**src/rtl/tcp_session_tracking_table_unit_defines.svh**
```systemverilog
// Assertion macros shared by the RTL.
`ifndef TCP_SESSION_TRACKING_TABLE_UNIT_DEFINES_SVH
`define TCP_SESSION_TRACKING_TABLE_UNIT_DEFINES_SVH

// same-cycle implication
`define TSTT_ASSERT_IMPL(lbl, ante, cons, msg) \
   lbl: assert property (@(posedge clock) disable iff (reset) (ante) |-> (cons)) \
      else $error(msg);

// next-cycle implication
`define TSTT_ASSERT_NEXT(lbl, ante, cons, msg) \
   lbl: assert property (@(posedge clock) disable iff (reset) (ante) |=> (cons)) \
      else $error(msg);

`endif

```
**src/rtl/tstt_pkg.sv**
```systemverilog
package tstt_pkg;

   localparam int DEFAULT_TABLE_DEPTH = 64;

   localparam logic [2:0] ACT_UPDATED = 3'd0;
   localparam logic [2:0] ACT_CREATED = 3'd1;
   localparam logic [2:0] ACT_REMOVED = 3'd2;
   localparam logic [2:0] ACT_IGNORED = 3'd3;
   localparam logic [2:0] ACT_DROPPED = 3'd4;

   localparam logic [1:0] OP_NONE   = 2'd0;
   localparam logic [1:0] OP_UPDATE = 2'd1;
   localparam logic [1:0] OP_REMOVE = 2'd2;
   localparam logic [1:0] OP_CREATE = 2'd3;

   typedef struct packed {
      logic [15:0] src_port;
      logic [15:0] dst_port;
      logic [31:0] seq_number;
      logic [31:0] ack_number;
      logic        syn_flag;
      logic        rst_flag;
      logic        fin_flag;
      logic [15:0] payload_length;
   } req_type;

   typedef struct packed {
      logic [2:0]  action;
      logic [5:0]  slot;
      logic [6:0]  active_count;
      logic [15:0] client_port_out;
      logic [15:0] server_port_out;
      logic [31:0] client_seq_out;
      logic [31:0] client_ack_out;
      logic [31:0] server_seq_out;
      logic [31:0] server_ack_out;
   } rsp_type;

   typedef struct packed {
      logic [15:0] cport;
      logic [15:0] sport;
      logic [31:0] cseq;
      logic [31:0] cack;
      logic [31:0] sseq;
      logic [31:0] sack;
   } entry_type;

   typedef struct packed {
      logic [1:0] op;
      entry_type  data;
   } cell_cmd_type;

endpackage

```
**src/rtl/tstt_cell.sv**
```systemverilog
module tstt_cell #(
   parameter int TABLE_DEPTH = 64
) (
   input  logic                             clock,
   input  logic                             reset,
   input  logic                             capture,
   input  logic [15:0]                      src_port,
   input  logic [15:0]                      dst_port,
   input  logic [$clog2(TABLE_DEPTH)-1:0]   win_rank,
   input  logic [$clog2(TABLE_DEPTH)-1:0]   cmd_rank,
   input  tstt_pkg::cell_cmd_type           cmd,
   input  logic                             free_before_in,
   output logic                             free_before_out,
   output logic                             match,
   output logic [$clog2(TABLE_DEPTH)-1:0]   rank,
   output logic                             hit,
   output logic                             first_free,
   output tstt_pkg::entry_type              entry
);
   import tstt_pkg::*;

   localparam int RW = $clog2(TABLE_DEPTH);

   logic          valid_ff;
   logic [RW-1:0] rank_ff;
   entry_type     data_ff;
   logic          sel_ff;
   logic          new_ff;

   assign match = valid_ff
      && (data_ff.cport == src_port || data_ff.sport == src_port)
      && (data_ff.cport == dst_port || data_ff.sport == dst_port);
   assign hit             = match && rank_ff == win_rank;
   assign first_free      = !valid_ff && !free_before_in;
   assign free_before_out = free_before_in || !valid_ff;
   assign rank            = rank_ff;
   assign entry           = data_ff;

   always_ff @(posedge clock) begin
      if (reset) begin
         valid_ff <= 1'b0;
         sel_ff   <= 1'b0;
         new_ff   <= 1'b0;
      end else begin
         if (capture) begin
            sel_ff <= hit;
            new_ff <= first_free;
         end
         case (cmd.op)
            OP_REMOVE: begin
               if (sel_ff) begin
                  valid_ff <= 1'b0;
               end else if (valid_ff && rank_ff > cmd_rank) begin
                  rank_ff <= rank_ff - 1'b1;
               end
            end
            OP_UPDATE: begin
               if (sel_ff) begin
                  data_ff <= cmd.data;
               end
            end
            OP_CREATE: begin
               if (new_ff) begin
                  valid_ff <= 1'b1;
                  rank_ff  <= cmd_rank;
                  data_ff  <= cmd.data;
               end
            end
            default: begin
            end
         endcase
      end
   end

endmodule

```
**config.mk**
```make
export PLATFORM = sky130hd
export DESIGN_NAME = tstt_cell
export DESIGN_NICKNAME = d
export VERILOG_FILES = /design/src/rtl/tcp_session_tracking_table_unit_defines.svh /design/src/rtl/tstt_pkg.sv /design/src/rtl/tstt_cell.sv
export SDC_FILE = /design/constraint.sdc
export NUM_CORES = 1
export LEC_CHECK = 0
export BUFFER_PORTS_ARGS = -buffer_cell sky130_fd_sc_hd__clkbuf_2
export CAP_MARGIN = 40
export CORE_AREA = 8 8 140 142
export DETAILED_ROUTE_END_ITERATION = 12
export DIE_AREA = 0 0 148 150
export GPL_TIMING_DRIVEN = 0
export PLACE_DENSITY = 0.73
export SYNTH_ARGS = -nofsm -noshare
export SYNTH_HDL_FRONTEND = slang
export SYNTH_SLANG_ARGS = --single-unit
```
**constraint.sdc**
```tcl
create_clock -name clock -period 21.2 [get_ports clock]
set_input_delay 1.06 -clock clock [delete_from_list [all_inputs] [get_ports clock]]
set_output_delay 1.06 -clock clock [all_outputs]
set_load 0.02 [all_outputs]
```
==> impl_metrics.tcl, run 1 <==
set metrics [dict create \
    std_cell_rows 49 \
    synth-xor-area-share_pct 10.54 \
    synth_top_family_by_area "XOR/XNOR gates" \
    diodes 0 \
    fin_crit_sh_pct 17.17 \
    post-cts-setup-buffers 0 \
    max-slew-margin-rel_pct 53.18 \
    rsz0062_at_grt "no" \
    die_area_mm2 0.02220 \
    finalSetupViolCount 0 \
    drtPass1Iterations 4 \
    synth_simple_gate_area_share_pct 4.444 \
    synth_ff_type "edfxtp_1" \
    clock_path_buffers 2 \
    wl_per_cell_um 19.97 \
    finalNetCount 958 \
    cts_hold_buf 0 \
    root_buffer "clkbuf_16" \
    rrSetupSlack_ps 19000 \
    crit_start "src_port[15]" \
    grt_max_degree 20 \
    min_to "new_ff" \
    htree_levels 4 \
    tns_ps 0 \
    period_minus_slack_ps 3641 \
    power_density_mw_per_mm2 78.49 \
    cp.arrival_ps 2580 \
    syn_area_per_cell_um2 19.03 \
    cp.depth 7 \
    fin_hold_ws_ps 561.6 \
    die_h_um 150 \
    cts_tree "yes" \
    crit_buf_inv 2 \
    cts_buffers 17 \
    worstRegToRegCells 6 \
    io_pins 380 \
    leakagePower_uw 0.003832 \
    drc_errors 0 \
    hold_depth 2 \
    initial_core_util_pct 35.49 \
    wirelength_um 19630 \
    switching_share_pct 23.30 \
    rr_endpoint "rank[3]" \
    clock-skew-final_ps 9.396 \
    p_seq_share_pct 51.7 \
    grt_pass1_vias 4977 \
    synthCells 327 \
    yosys_warnings 0 \
    critPathCaptureType "primary output" \
    port_buffers 379 \
    power_frac_clock_pct 42.4 \
    synthesis.area_mm2 0.006222 \
    coreArea_mm2 0.01753 \
    slowest_stage "nor3_1" \
    worstSetupPathType "primary input to primary output" \
    critical_path.top_delay_family "simple AND/OR/NAND/NOR gates" \
    start_kind "primary input" \
    grt_antenna_before_repair 4 \
    yosys-top-cells-area "edfxtp_1, xnor2_1, nand4_1" \
    yosys.area.top_type_share_pct 80.11 \
    drt_iter0_markers 150 \
    grt_overflow 0 \
    ir_drop_v 0.00005927 \
    ys_seq_area_share_pct 81.08 \
    timing.fmax_ghz 0.2747 \
    synth_compound_area_share_pct 1.729 \
    clkSlewWorstSetupHoldPaths_ps 70 \
    synth_edf_count 166 \
    synth_common_cells "edfxtp_1, xnor2_1, nand4_1, nand2_1, nor2_1" \
    crit_chain "clkbuf_2, xnor2_1, nand4_1, nor4_1, o21ai_1, nor3_1, clkbuf_2" \
    drv_cap 0 \
    critPathMaxStageDelay_ps 300 \
    status "finished, final reports clean" \
    ys_types 30 \
    grt_util_all_layers_pct 17.59 \
    synthesis.nets 544 \
    muxShareOfSynthArea_pct 0.3217 \
    worstHoldStart "new_ff" \
    hold_viol 0 \
    clk_latency_ps 430 \
    async_reset_ff_share_pct 0 \
    gp_congestion 0.8541 \
    r2r_start "rank[1]" \
    vias 4398 \
    cp_max_fo 3 \
    grt_pass1_wl_um 28980 \
    min_path_type "flip-flop to flip-flop" \
    synth.largest_area_cell "edfxtp_1" \
    clock_sinks 169 \
    post-place-ws_ps 17620 \
    post-dp-hpwl_um 16620 \
    p_sw_uw 167.6 \
    area_delta_synth_final_pct 47.30 \
    slew_viol_final 0 \
    die_w_um 148 \
    combPwrFrac_pct 5.9 \
    antenna_left 0 \
    viasPerCell 4.474 \
    synth_fa_ha_area_share_pct 1.408 \
    drive_gt1_share_pct 57.03 \
    crit_path_frequent_cell "clkbuf_2" \
    ys_seq_elements 169 \
    worstPathRequired_ps 20140 \
    yosysMostFrequentCell "edfxtp_1" \
    worst_slack_ps 17560 \
    tightestPinTransition_ps 699.1 \
    internal_power_uw 551.8 \
    post_cts_resized 0 \
]
## power groups by stage
stage	Combinational [µW]	Sequential, µW	Clock [µW]
2_1_floorplan	11.6	384	0
3_3_place_gp	40.9	381	0
3_5_place_dp	42.9	379	0
4_1_cts	43.1	372	313
5_1_grt	46.8	372	325
6_report	42.6	372	305
## area by class of cell
type                            instances  area (µm²)
Fill cell                            1511        8369
Sequential cell                       169        5045
Timing Repair Buffer                  395        2054
Multi-Input combinational cell        150        1152
Clock buffer                           17       425.4
Tap cell                              229       286.5
Clock inverter                         15       171.4
Inverter                                7       26.28
Buffer                                  1       3.754
## state kept, by name, summed over array words and instances, names as in the netlist
signal    flops
rank          6
entry       160
valid_ff      1
new_ff        1
sel_ff        1
## kinds of logic (layout without fill, tap and decap cells)
kind of cell,count (synthesis),in the layout
and+or+nand+nor,51,51
xor gates and xnor gates,74,74
DFF,169,169
AOI/OAI and AO/OA,16,16
buffers and inverters,8,435
adders and majority gates,7,7
muxes,2,2
## worst reg2reg max path, cell delays in order, from the launching register on
cell      delay, ps
edfxtp_1        480
ha_1            350
nor2b_1         130
o21a_1          120
o21a_1          110
o211ai_1         80
a31oi_1         570
## routing by layer
layer | vias up | track usage, % | wire (µm)
met5 | - | 0 | 56
met4 | 8 | 5.252 | 276
met3 | 29 | 9.797 | 2395
met2 | 245 | 31.71 | 10260
met1 | 2050 | 16.80 | 6641
li1 | 2066 | - | -
## worst max path at each step
| stage | endpoint | slack, ps |
|---|---|---|
| floorplan | entry[0] | 7580 |
| global placement | entry[124] | 2710 |
| detailed placement | hit | 17620 |
| CTS | hit | 17600 |
| global route | hit | 17460 |
| finish | hit | 17560 |
## cell usage in the layout, fill, tap and decap left out, types with 3 or more instances in the layout
cell type  netlist  routed
clkbuf_2         0     379
edfxtp_1       166     166
xnor2_1         68      68
nand4_1         17      17
clkbuf_16        0      17
nand2_1         10      10
buf_6            0      10
nor2_1           8       8
inv_1            7       7
ha_1             7       7
buf_4            0       6
nor4_1           5       5
xor2_1           5       5
o21ai_0          5       5
inv_6            0       5
clkinv_8         0       5
inv_8            0       3
dfxtp_1          3       3
## through the flow
step / cells / utilization [%] / power, µW / cell area (µm²)
6_report: 983 / 52.27 / 719.4 / 9165
5_1_grt: 983 / 52.27 / 743.3 / 9165
4_1_cts: 983 / 52.27 / 728.0 / 9165
3_5_place_dp: 951 / 48.87 / 422.2 / 8568
3_3_place_gp: 935 / 47.94 / 422.1 / 8406
2_1_floorplan: 327 / - / 395.3 / 6222
(Power assumes the default switching activity.)
==> run 2: changes to the inputs <==
--- a/config.mk
+++ b/config.mk
@@ -5,13 +5,14 @@
 export SDC_FILE = /design/constraint.sdc
 export NUM_CORES = 1
 export LEC_CHECK = 0
+export ABC_AREA = 1
 export BUFFER_PORTS_ARGS = -buffer_cell sky130_fd_sc_hd__clkbuf_2
 export CAP_MARGIN = 40
 export CORE_AREA = 8 8 140 142
 export DETAILED_ROUTE_END_ITERATION = 12
 export DIE_AREA = 0 0 148 150
 export GPL_TIMING_DRIVEN = 0
-export PLACE_DENSITY = 0.73
+export PLACE_DENSITY = 0.75
 export SYNTH_ARGS = -nofsm -noshare
 export SYNTH_HDL_FRONTEND = slang
 export SYNTH_SLANG_ARGS = --single-unit
==> constraint.sdc (replaced) <==
create_clock -name clock -period 3.4 [get_ports clock]
set_input_delay 0.17 -clock clock [delete_from_list [all_inputs] [get_ports clock]]
set_output_delay 0.17 -clock clock [all_outputs]
set_load 0.02 [all_outputs]
==> impl_metrics.tcl, run 2 <==
set metrics [dict create \
    status "finished, final reports clean" \
    synthesis.area_mm2 0.006610 \
    fin_crit_sh_pct 67.77 \
    mostFrequentLayoutCells "clkbuf_2, edfxtp_1, dlygate4sd3_1, nand2_1, inv_1" \
    root_buffer "clkbuf_16" \
    grt_pass1_vias 6350 \
    drt_iter0_markers 274 \
    slowest_stage "a211oi_4" \
    port_buffers 379 \
    synth.largest_area_cell "edfxtp_1" \
    postLayoutCellArea_mm2 0.01121 \
    synth_common_cells "edfxtp_1, nand2_1, inv_1, nor2_1, xor2_1" \
    grt_overflow 0 \
    drc_errors 0 \
    yosys_warnings 0 \
    worstSetupPathType "primary input to flip-flop" \
    finalNetCount 1294 \
    htree_levels 4 \
    grt_max_degree 21 \
    wirelength_um 23750 \
    grt_pass1_wl_um 35030 \
    ys_seq_elements 169 \
    clock_sinks 169 \
    leakagePower_uw 0.005246 \
    clk_latency_ps 420 \
    period_minus_slack_ps 2304 \
    die_h_um 150 \
    die_area_mm2 0.02220 \
    crit_end "entry[49]" \
    hold_viol 0 \
    nFillCells 1308 \
    wl_per_cell_um 17.94 \
    synth_edf_count 166 \
    drtPass1Iterations 5 \
    rr_endpoint "rank[2]" \
    syn_area_per_cell_um2 13.06 \
    multiInputGateArea_mm2 0.001300 \
    vias 5836 \
    largest_reg_flops 160 \
    timing.fmax_ghz 0.4340 \
    slew_viol_final 0 \
    synthesis.nets 723 \
    gp_congestion 0.8234 \
    yosys.area.top_type_share_pct 75.41 \
    yosysMostFrequentCell "edfxtp_1" \
    grt_util_all_layers_pct 20.87 \
    fin_hold_ws_ps 59.87 \
    yosys-top-cells-area "edfxtp_1, nand2_1, inv_1" \
    crit_path_frequent_cell "buf_8" \
    start_kind "primary input" \
    placed_cell_area_mm2 0.008984 \
    std_cell_rows 49 \
    tns_ps 0 \
    area_delta_synth_final_pct 69.56 \
    worstRegToRegCells 7 \
    final_common_cell "clkbuf_2" \
    post-dp-hpwl_um 16840 \
    min_path_type "primary input to flip-flop" \
    cts_tree "yes" \
    initial_core_util_pct 37.70 \
    grt_antenna_before_repair 8 \
    coreArea_mm2 0.01753 \
    ys_seq_area_share_pct 76.32 \
    critPathMaxStageDelay_ps 590 \
    tightestPinTransition_ps 725.3 \
    seq_area_mm2 0.005047 \
    clock_path_buffers 2 \
    post_cts_resized 0 \
    ir_drop_v 0.0003326 \
    cts_buffers 17 \
    worstPathRequired_ps 3520 \
    drive_gt1_share_pct 39.17 \
    r2r_start "rank[1]" \
    die_w_um 148 \
    drv_cap 0 \
    synth_ff_type "edfxtp_1" \
    ys_types 20 \
    crit_start "reset" \
    rrSetupSlack_ps 1210 \
    critPathCaptureType "flip-flop" \
    power_density_mw_per_mm2 436.4 \
    rsz0062_at_grt "no" \
    crit_chain "dlygate4sd3_1, clkbuf_2, inv_1, o21ai_2, a211oi_4, buf_16, buf_8, buf_8, buf_8" \
    io_pins 380 \
    antenna_left 0 \
    cp_max_fo 20 \
    viasPerCell 4.408 \
    clock-skew-final_ps 14.55 \
    synthCells 506 \
    async_reset_ff_share_pct 0 \
    finalSetupViolCount 0 \
    max-slew-margin-rel_pct 51.49 \
    clkSlewWorstSetupHoldPaths_ps 80 \
    cp.arrival_ps 2420 \
]
-- run 2: metrics by stage --
step	setup WS (ps)	instances	total power (µW)	utilization, %
after CTS	1102	1319	4917	63.85
after global placement	-3243	1114	2867	50.26
final	1096	1324	4891	63.92
after detailed placement	1125	1124	2888	51.23
after global routing	982.0	1324	5057	63.92
after floorplan	-1491	506	2648	-
-- run 2: cells by family after synthesis --
logic type	after synthesis	synth area share, %
flops	169	76.32
xor+xnor	36	4.770
simple gates	200	11.72
fa+ha+maj	7	1.325
compound gates	19	1.609
buf+inv	75	4.259
-- run 2: critical path, delay by kind of cell --
family / cells / cell delay [ps]
buffers and inverters: 7 / 1560
AO/OA/AOI/OAI: 2 / 670
-- run 2: worst min-delay path by stage --
stage	start	to	cells past startpoint
3_5_place_dp	cmd[54]	entry[54]	1
3_3_place_gp	cmd[8]	entry[8]	1
4_1_cts	cmd_rank[2]	rank[2]	3
2_1_floorplan	reset	valid_ff	1
5_1_grt	cmd_rank[2]	rank[2]	3
6_report	cmd_rank[5]	rank[5]	3
-- run 2: layout make-up --
type / count / share of cell area [%]
Timing Repair Buffer: 552 / 33.01
Inverter: 74 / 2.478
Antenna cell: 5 / 0.1116
Buffer: 1 / 0.03349
Clock buffer: 18 / 3.829
Tap cell: 229 / 2.556
Sequential cell: 169 / 45.03
Clock inverter: 14 / 1.351
Multi-Input combinational cell: 262 / 11.60
-- run 2: routing by layer --
layer  up-vias  wire length, µm  global-route usage, %
met5         -               28                      0
met4         6              551                  8.363
met3        46             2240                  8.769
met2       282            12450                  36.96
met1      2676             8483                  21.50
li1       2826                -                      -
-- run 2: what timing repair did --
action | in CTS | in global routing
endpoints found under the setup margin | 0 | 0
buffers inserted | 0 | 0
hold endpoints to repair | 163 | 0
hold buffers | 163 | 0
-- run 2: where the power goes --
part	switching [µW]	internal [µW]
Sequential	34.5	2370
Clock	898	982
Combinational	300	309
Total	1230	3660
==> run 3: changes to the inputs <==
--- a/config.mk
+++ b/config.mk
@@ -5,7 +5,7 @@
 export SDC_FILE = /design/constraint.sdc
 export NUM_CORES = 1
 export LEC_CHECK = 0
-export ABC_AREA = 1
+export ABC_AREA = 0
 export BUFFER_PORTS_ARGS = -buffer_cell sky130_fd_sc_hd__clkbuf_2
 export CAP_MARGIN = 40
 export CORE_AREA = 8 8 140 142
==> constraint.sdc (replaced) <==
create_clock -name clock -period 2.1 [get_ports clock]
set_input_delay 0.105 -clock clock [delete_from_list [all_inputs] [get_ports clock]]
set_output_delay 0.105 -clock clock [all_outputs]
set_load 0.02 [all_outputs]
==> impl_metrics.tcl, run 3 (synthesized netlist as in run 1, its figures left out) <==
set metrics [dict create \
    status "finished, violations left" \
    violations "negative setup slack" \
    clk_latency_ps 420 \
    slew_viol_final 0 \
    critPathMaxStageDelay_ps 490 \
    std_cell_rows 49 \
    multiInputGateArea_mm2 0.001236 \
    cts_buffers 17 \
    hold_viol 0 \
    initial_core_util_pct 35.49 \
    combPwrFrac_pct 9.5 \
    ir_drop_v 0.0005129 \
    min_path_type "primary input to flip-flop" \
    antenna_left 0 \
    cp_max_fo 3 \
    post-dp-hpwl_um 16290 \
    coreArea_mm2 0.01753 \
    max-slew-margin-rel_pct 74.95 \
    grt_overflow 0 \
    viasPerCell 4.481 \
    fin_hold_ws_ps 65.97 \
    final_common_cell "clkbuf_2" \
    utilization_pct 63.07 \
    wl_per_cell_um 20.32 \
    grt_util_all_layers_pct 20.71 \
    clock-skew-final_ps 13.66 \
    drtPass1Iterations 4 \
    grt_use_met1_pct 20.88 \
    tightestPinTransition_ps 375.7 \
    p_sw_uw 1788 \
    drive_gt1_share_pct 48.38 \
    nFillCells 1314 \
    power_frac_clock_pct 40.9 \
    rsz0062_at_grt "yes" \
    grt_pass1_vias 5874 \
    clock_sinks 169 \
    wirelength_um 23510 \
    mostFrequentLayoutCells "clkbuf_2, dlygate4sd3_1, edfxtp_1, xnor2_1" \
    drv_cap 0 \
    io_pins 380 \
    clock_path_buffers 2 \
    grt_pass1_wl_um 34500 \
    fin_crit_sh_pct 104.7 \
    seq_area_mm2 0.005047 \
    internal_power_uw 5785 \
    grt_busiest_layer "met2" \
    power_density_mw_per_mm2 684.9 \
    crit_chain "xnor2_1, nand4_1, nor4_2, nor2_2, nor3_2, buf_4" \
    cp.arrival_ps 2090 \
    die_w_um 148 \
    worstPathRequired_ps 2000 \
    final_cells 1157 \
    use_met3_pct 8.618 \
    slowest_stage "edfxtp_1" \
    finalNetCount 1130 \
    start_kind "flip-flop" \
    p_seq_share_pct 49.6 \
    port_buffers 379 \
    leakagePower_uw 0.004598 \
    worst_slack_ps -99.52 \
    timing.fmax_ghz 0.4546 \
    cts_tree "yes" \
    grt_max_degree 22 \
    post-place-ws_ps -431.1 \
    htree_levels 4 \
    die_h_um 150 \
    largest_reg_flops 160 \
    worstSetupPathType "flip-flop to primary output" \
    gp_congestion 0.8386 \
    critPathCaptureType "primary output" \
    drc_errors 0 \
    root_buffer "clkbuf_16" \
    grt_antenna_before_repair 2 \
    area_delta_synth_final_pct 77.72 \
    switching_share_pct 23.61 \
    period_minus_slack_ps 2200 \
    dpl.cell_count 945 \
    finalSetupViolCount 2 \
    die_area_mm2 0.02220 \
    drt_iter0_markers 226 \
    use_met2_pct 37.58 \
    clkSlewWorstSetupHoldPaths_ps 70 \
    vias 5184 \
]
==> run 3: changes by cell type in the layout (fill, tap and decap cells not counted), moves of 4 or more <==
cell and delta:
nor2_1 -37, o21ai_0 -4, dlygate4sd3_1 +5, nor4_2 +4, xor2_1 -25, xnor2_1 +59, inv_1 -66, buf_4 +12
nand2_1 -135, nand4_1 +14
==> run 3: cell type report <==
| type | instances | share of cell area (%) |
|---|---|---|
| Antenna cell | 2 | 0.04526 |
| Buffer | 1 | 0.03394 |
| Clock buffer | 17 | 3.847 |
| Clock inverter | 15 | 1.584 |
| Inverter | 7 | 0.2376 |
| Multi-Input combinational cell | 150 | 11.18 |
| Sequential cell | 169 | 45.64 |
| Tap cell | 229 | 2.591 |
| Timing Repair Buffer | 567 | 34.84 |
==> run 3: path summary, 6_finish.rpt <==
path / from / end / slack, ps / cells after the start
max: entry[129] / hit / -100 / 6
min: capture / sel_ff / 70 / 3
max reg2reg: sel_ff / entry[101] / 70 / 8
min reg2reg: sel_ff / sel_ff / 570 / 2
==> run 3: power by group through the flow <==
stage	logic (µW)	clock network, µW	registers [µW]
after floorplan	119	0	3860
after global placement	408	0	3830
after detailed placement	433	0	3830
after CTS	695	3170	3750
after global routing	769	3290	3760
final	720	3100	3760
==> run 3: critical path: cells and delay by family (launching register included) <==
kind / cells / cell delay, ps
buffers and inverters: 1 / 180
flip-flops: 1 / 490
XOR/XNOR: 1 / 220
AND/OR/NAND/NOR: 4 / 790
==> run 3: what timing repair did <==
| item | 4_1_cts | 5_1_grt |
|---|---|---|
| resized for setup | 8 | 10 |
| pin swaps | 9 | 6 |
| hold buffers | 168 | 0 |
| setup endpoints to repair | 52 | 19 |
| buffers inserted | 4 | 6 |
| hold endpoints to repair | 168 | 0 |
==> run 3: metal layers <==
layer | vias up | wire, µm
li1 | 2418 | -
met5 | - | 0
met1 | 2461 | 8265
met3 | 38 | 2257
met4 | 0 | 534
met2 | 267 | 12450
==> run 3: metrics by stage <==
| step | cell area [µm²] | setup TNS (ps) | total power (µW) |
|---|---|---|---|
| after CTS | 10960 | -110.9 | 7621 |
| after detailed placement | 8607 | -11150 | 4262 |
| after floorplan | 6240 | -452850 | 3983 |
| after global placement | 8423 | -701990 | 4243 |
| final | 11060 | -110.9 | 7573 |
| after global routing | 11060 | -309.8 | 7817 |
